[config.mk]
export PLATFORM = sky130hd
export DESIGN_NAME = fbp_ctrl
export DESIGN_NICKNAME = d
export VERILOG_FILES = /design/src/hw/rtl/fbp_pkg.sv /design/src/hw/rtl/fbp_ctrl.sv
export SDC_FILE = /design/constraint.sdc
export NUM_CORES = 1
export LEC_CHECK = 0
export ABC_AREA = 1
export BUFFER_PORTS_ARGS = -buffer_cell sky130_fd_sc_hd__buf_2
export CAP_MARGIN = 40
export CORE_AREA = 3 3 40 42
export CTS_CLUSTER_SIZE = 24
export DETAILED_ROUTE_END_ITERATION = 7
export DIE_AREA = 0 0 43 45
export MAX_ROUTING_LAYER = met4
export PLACE_DENSITY_LB_ADDON = 0.1
export SLEW_MARGIN = 0
export SYNTH_ARGS = -nofsm -noshare
export SYNTH_HDL_FRONTEND = slang
export SYNTH_SLANG_ARGS = --single-unit
[constraint.sdc]
create_clock -name clk_i -period 0.8 [get_ports clk_i]
set_input_delay 0.16 -clock clk_i [delete_from_list [all_inputs] [get_ports clk_i]]
set_output_delay 0.16 -clock clk_i [all_outputs]
set_load 0.02 [all_outputs]
[src/hw/rtl/fbp_pkg.sv]
// fbp_pkg: shared sizes, operation and status codes, mark bits and the command
// bundle for the flash block provisioner
// no dependencies
package fbp_pkg;

  localparam int LUNS           = 4;
  localparam int BLOCKS_PER_LUN = 1024;
  localparam int PLANES         = 2;
  localparam int TOTAL_BLOCKS   = LUNS * BLOCKS_PER_LUN;

  localparam int OP_W     = 3;
  localparam int LUN_W    = 2;
  localparam int BLK_W    = 10;
  localparam int STATUS_W = 3;
  localparam int COUNT_W  = 11;
  localparam int MARK_W   = 3;
  localparam int ADDR_W   = $clog2(TOTAL_BLOCKS);

  // block mark bits
  localparam logic [MARK_W-1:0] MARK_USED = 3'b001;
  localparam logic [MARK_W-1:0] MARK_OPEN = 3'b010;
  localparam logic [MARK_W-1:0] MARK_BAD  = 3'b100;
  localparam logic [MARK_W-1:0] MARK_NONE = 3'b000;

  localparam logic [COUNT_W-1:0] COUNT_MAX = COUNT_W'(BLOCKS_PER_LUN);

  typedef enum logic [OP_W-1:0] {
    OP_LOAD  = 3'd0,
    OP_GET   = 3'd1,
    OP_ERASE = 3'd2,
    OP_PUT   = 3'd3,
    OP_CLOSE = 3'd4
  } op_e;

  typedef enum logic [STATUS_W-1:0] {
    ST_OK         = 3'd0,
    ST_NO_FREE    = 3'd1,
    ST_NOT_USED   = 3'd2,
    ST_STILL_OPEN = 3'd3,
    ST_ERASE_FAIL = 3'd4,
    ST_NO_PENDING = 3'd5
  } status_e;

  // controller to datapath
  typedef struct packed {
    logic capture;  // latch the item and start the memory reads
    logic commit;   // apply the update and load the result register
  } fbp_cmd_t;

  // flat address of a block in the shared memories
  function automatic logic [ADDR_W-1:0] blk_addr(input logic [LUN_W-1:0] lun,
                                                 input logic [BLK_W-1:0] blk);
    return ADDR_W'(lun) * ADDR_W'(BLOCKS_PER_LUN) + ADDR_W'(blk);
  endfunction

  // ring position after p
  function automatic logic [BLK_W-1:0] next_pos(input logic [BLK_W-1:0] p);
    logic [BLK_W:0] inc;
    inc = {1'b0, p} + 1'b1;
    return (inc >= (BLK_W + 1)'(BLOCKS_PER_LUN)) ? '0 : inc[BLK_W-1:0];
  endfunction

endpackage

[src/hw/rtl/fbp_ctrl.sv]
// fbp_ctrl: sequencer, one item at a time, capture then commit
// depends on fbp_pkg
module fbp_ctrl import fbp_pkg::*; (
  input  logic     clk_i,
  input  logic     rst_ni,
  input  logic     in_valid_i,
  output logic     in_ready_o,
  output logic     out_valid_o,
  input  logic     out_ready_i,
  output fbp_cmd_t cmd_o
);

  typedef enum logic {
    S_IDLE,
    S_EXEC
  } state_e;

  state_e state_q, state_d;
  logic   ready_q, ready_d;
  logic   out_valid_q, out_valid_d;

  always_comb begin
    cmd_o.capture = ready_q && in_valid_i;
    cmd_o.commit  = (state_q == S_EXEC) && (!out_valid_q || out_ready_i);
    state_d       = state_q;
    ready_d       = ready_q;
    out_valid_d   = out_valid_q && !out_ready_i;
    unique case (state_q)
      S_IDLE: begin
        if (cmd_o.capture) begin
          state_d = S_EXEC;
          ready_d = 1'b0;
        end
      end
      S_EXEC: begin
        if (cmd_o.commit) begin
          state_d     = S_IDLE;
          ready_d     = 1'b1;
          out_valid_d = 1'b1;
        end
      end
      default: begin
        state_d = S_IDLE;
        ready_d = 1'b1;
      end
    endcase
  end

  always_ff @(posedge clk_i or negedge rst_ni) begin
    if (!rst_ni) begin
      state_q     <= S_IDLE;
      ready_q     <= 1'b1;
      out_valid_q <= 1'b0;
    end else begin
      state_q     <= state_d;
      ready_q     <= ready_d;
      out_valid_q <= out_valid_d;
    end
  end

  assign in_ready_o  = ready_q;
  assign out_valid_o = out_valid_q;

endmodule

==> flow_summary.ini <==
[run_status]
outcome = complete, but fails checks
failed_checks = setup timing

[final_layout]
num_antenna_cells = 0
drive_gt1_share_pct = 65.6
layout_common_cells = 6 x nand2_1, 5 x buf_6, 4 x buf_2, 3 x nand2_2, 3 x clkbuf_4
postLayoutCellArea_sq_um = 280
final_common_cell = nand2_1
fin_nets = 37
fin_cells = 47
fin_util_pct = 21.8
n_fill_cell = 148
syn_to_final_growth_pct = 115

[power]
switchingPower_mw = 0.0763
swShare_pct = 17.9
leakagePower_nw = 0.163
p_per_area_nw_per_um2 = 1520
max-vdd-ir-drop_mv = 0.402
p_comb_share_pct = 4.0
p_int_mw = 0.349
seqPwrFrac_pct = 36.0
clock_power_share_pct = 60.0

[placement]
dp.cells = 42
hpwl_um = 287
port_buffers = 7
gp_congestion = 0.595
place_area_sq_um = 208

[critical_path]
crit_required_ns = 0.64
rr_worst_depth = 5
timing.critical_path.to_type = output pin
crit_arrival_ns = 0.98
cp-start-kind = flip-flop
reg2reg_from = in_ready_o$_DFFE_PN1P_
critPathKind = flip-flop to output pin
reg2reg_slack_ns = -0.10
worstPathMaxFanout = 3
r2r_end = state_q$_DFF_PN0_

[min_path]
hp-start = in_valid_i
hp-class = input port to flip-flop
whs_endpoint = in_ready_o$_DFFE_PN1P_
whs_path_depth = 4

[clock_network]
cts_tree = done
cts.sinks = 3
cts_buffers = 3
cts_setup_buffers = 0
clk_path_buf_depth = 2
cts_root_buf = clkbuf_4
insertion_delay_ns = 0.23
htreeDepth = 1
cts.clk_slew.worst_paths_ns = 0.03

[sta]
grt_setup_unrepaired = true
tightest_slew_ns = 0.110
setup_slack_ns = -0.341
min_period_ns = 1.14
finalSetupTns_ns = -1.22
maxSlewHeadroom_pct = 92.7
hold_viol_final = 0
finalSetupViolCount = 5
fmax_mhz = 877
finClkSkew_ns = 0.000465
drv_slew = 0
min_period_over_period_pct = 143

[floorplan]
die_width_um = 43
die_y_um = 45
core_region_area_sq_um = 1280
ios = 8
start_util_pct = 10.1
rows = 13
die_area_sq_um = 1940

[synth]
yosysTopAreaCellShare_pct = 38.5
synth_top_area_cell = dfrtp_1
synth.avg_cell_area_sq_um = 7.65
synthTopCellsByArea = dfrtp_1 38%, nand2_1 26%, dfstp_2 20%, inv_1 8.7%, nand3_1 3.8%
synth_area_sq_um = 130
syn_nets = 21
ys_seq_area_share_pct = 58.7
syn_inst = 17
synth.distinct_cells = 6
ys_ff_latch = 3
yosysWarnings = 0

[global_route]
antenna_found_initial = 0
overflow = 0
grt_pass1_vias = 140
grt_max_degree = 4
grtUsageTotal_pct = 4.12
grt_pass1_wl_um = 524

[flow_run]
cap_violations = 0

[detailed_routing]
wire_per_inst_um = 7.19
dr.pass1.iters = 1
num_vias = 145
drtIter0Drc = 0
avgViaCountPerCell = 3.09
ant_nets = 0
drc = 0
routed_wl_um = 338
## metrics by stage
step	setup WS, ns	power [mW]	hold WS [ns]
2_1_floorplan	-0.121	0.157	-0.136
3_3_place_gp	-0.141	0.167	-0.0434
3_5_place_dp	-0.146	0.167	-0.0413
4_1_cts	-0.355	0.441	0.183
5_1_grt	-0.377	0.453	0.207
6_report	-0.341	0.425	0.182
## worst max path at each step
stage,start,endpoint
2_1_floorplan,in_ready_o$_DFFE_PN1P_,state_q$_DFF_PN0_
3_3_place_gp,in_ready_o$_DFFE_PN1P_,cmd_o[1]
3_5_place_dp,in_ready_o$_DFFE_PN1P_,cmd_o[1]
4_1_cts,in_ready_o$_DFFE_PN1P_,cmd_o[1]
5_1_grt,in_ready_o$_DFFE_PN1P_,cmd_o[1]
6_report,in_ready_o$_DFFE_PN1P_,cmd_o[1]
## layer usage
layer | share of wire (%) | track usage (%) | vias to the layer above
met1 | 42 | 4.36 | 63
li1 | - | - | 78
met2 | 53 | 5.39 | 4
met3 | 5.0 | 1.20 | 0
met4 | 0 | 5.42 | 0
met5 | 0 | - | -
## cell families (layout without fill, tap and decap cells)
family,count (synthesis),count (layout),synth area share [%]
AND/OR/NAND/NOR,10,10,29.8
flip-flops,3,3,58.7
buffers and inverters,4,19,11.5
## flip-flops by register name, summed over array words and instances (netlist names)
signal	flops
state_q	1
out_valid_o	1
in_ready_o	1
## synth_stat cells
| library cell | number |
|---|---|
| dfrtp_1 | 2 |
| dfstp_2 | 1 |
| inv_1 | 3 |
| inv_2 | 1 |
| nand2_1 | 9 |
| nand3_1 | 1 |
## timing repair
item                                    CTS  global route
pin swaps                                 1             2
hold endpoints to repair                  3             0
resized for setup                        11             1
hold buffers                              1             0
endpoints found under the setup margin    5             6
## power groups by stage
stage	Sequential [mW]	Clock, mW	Combinational, mW
global placement	0.155	0	0.0127
detailed placement	0.155	0	0.0125
CTS	0.153	0.271	0.0171
finish	0.153	0.255	0.0170
floorplan	0.155	0	0.00266
global route	0.153	0.281	0.0197
## cell type report
class,instances,area (sq um),share of cell area (%)
multi-input cells,10,46.3,16.5
clock buffers,4,26.3,9.37
flip-flops and latches,3,77.6,27.7
repair buffers,11,93.8,33.5
inverters,4,17.5,6.25
well taps,15,18.8,6.70
## worst max-delay path: stages (launching register included)
cell	delay, ns
dfstp_2	0.54
nand2_2	0.06
inv_2	0.05
buf_6	0.11
(Power assumes the default switching activity.)
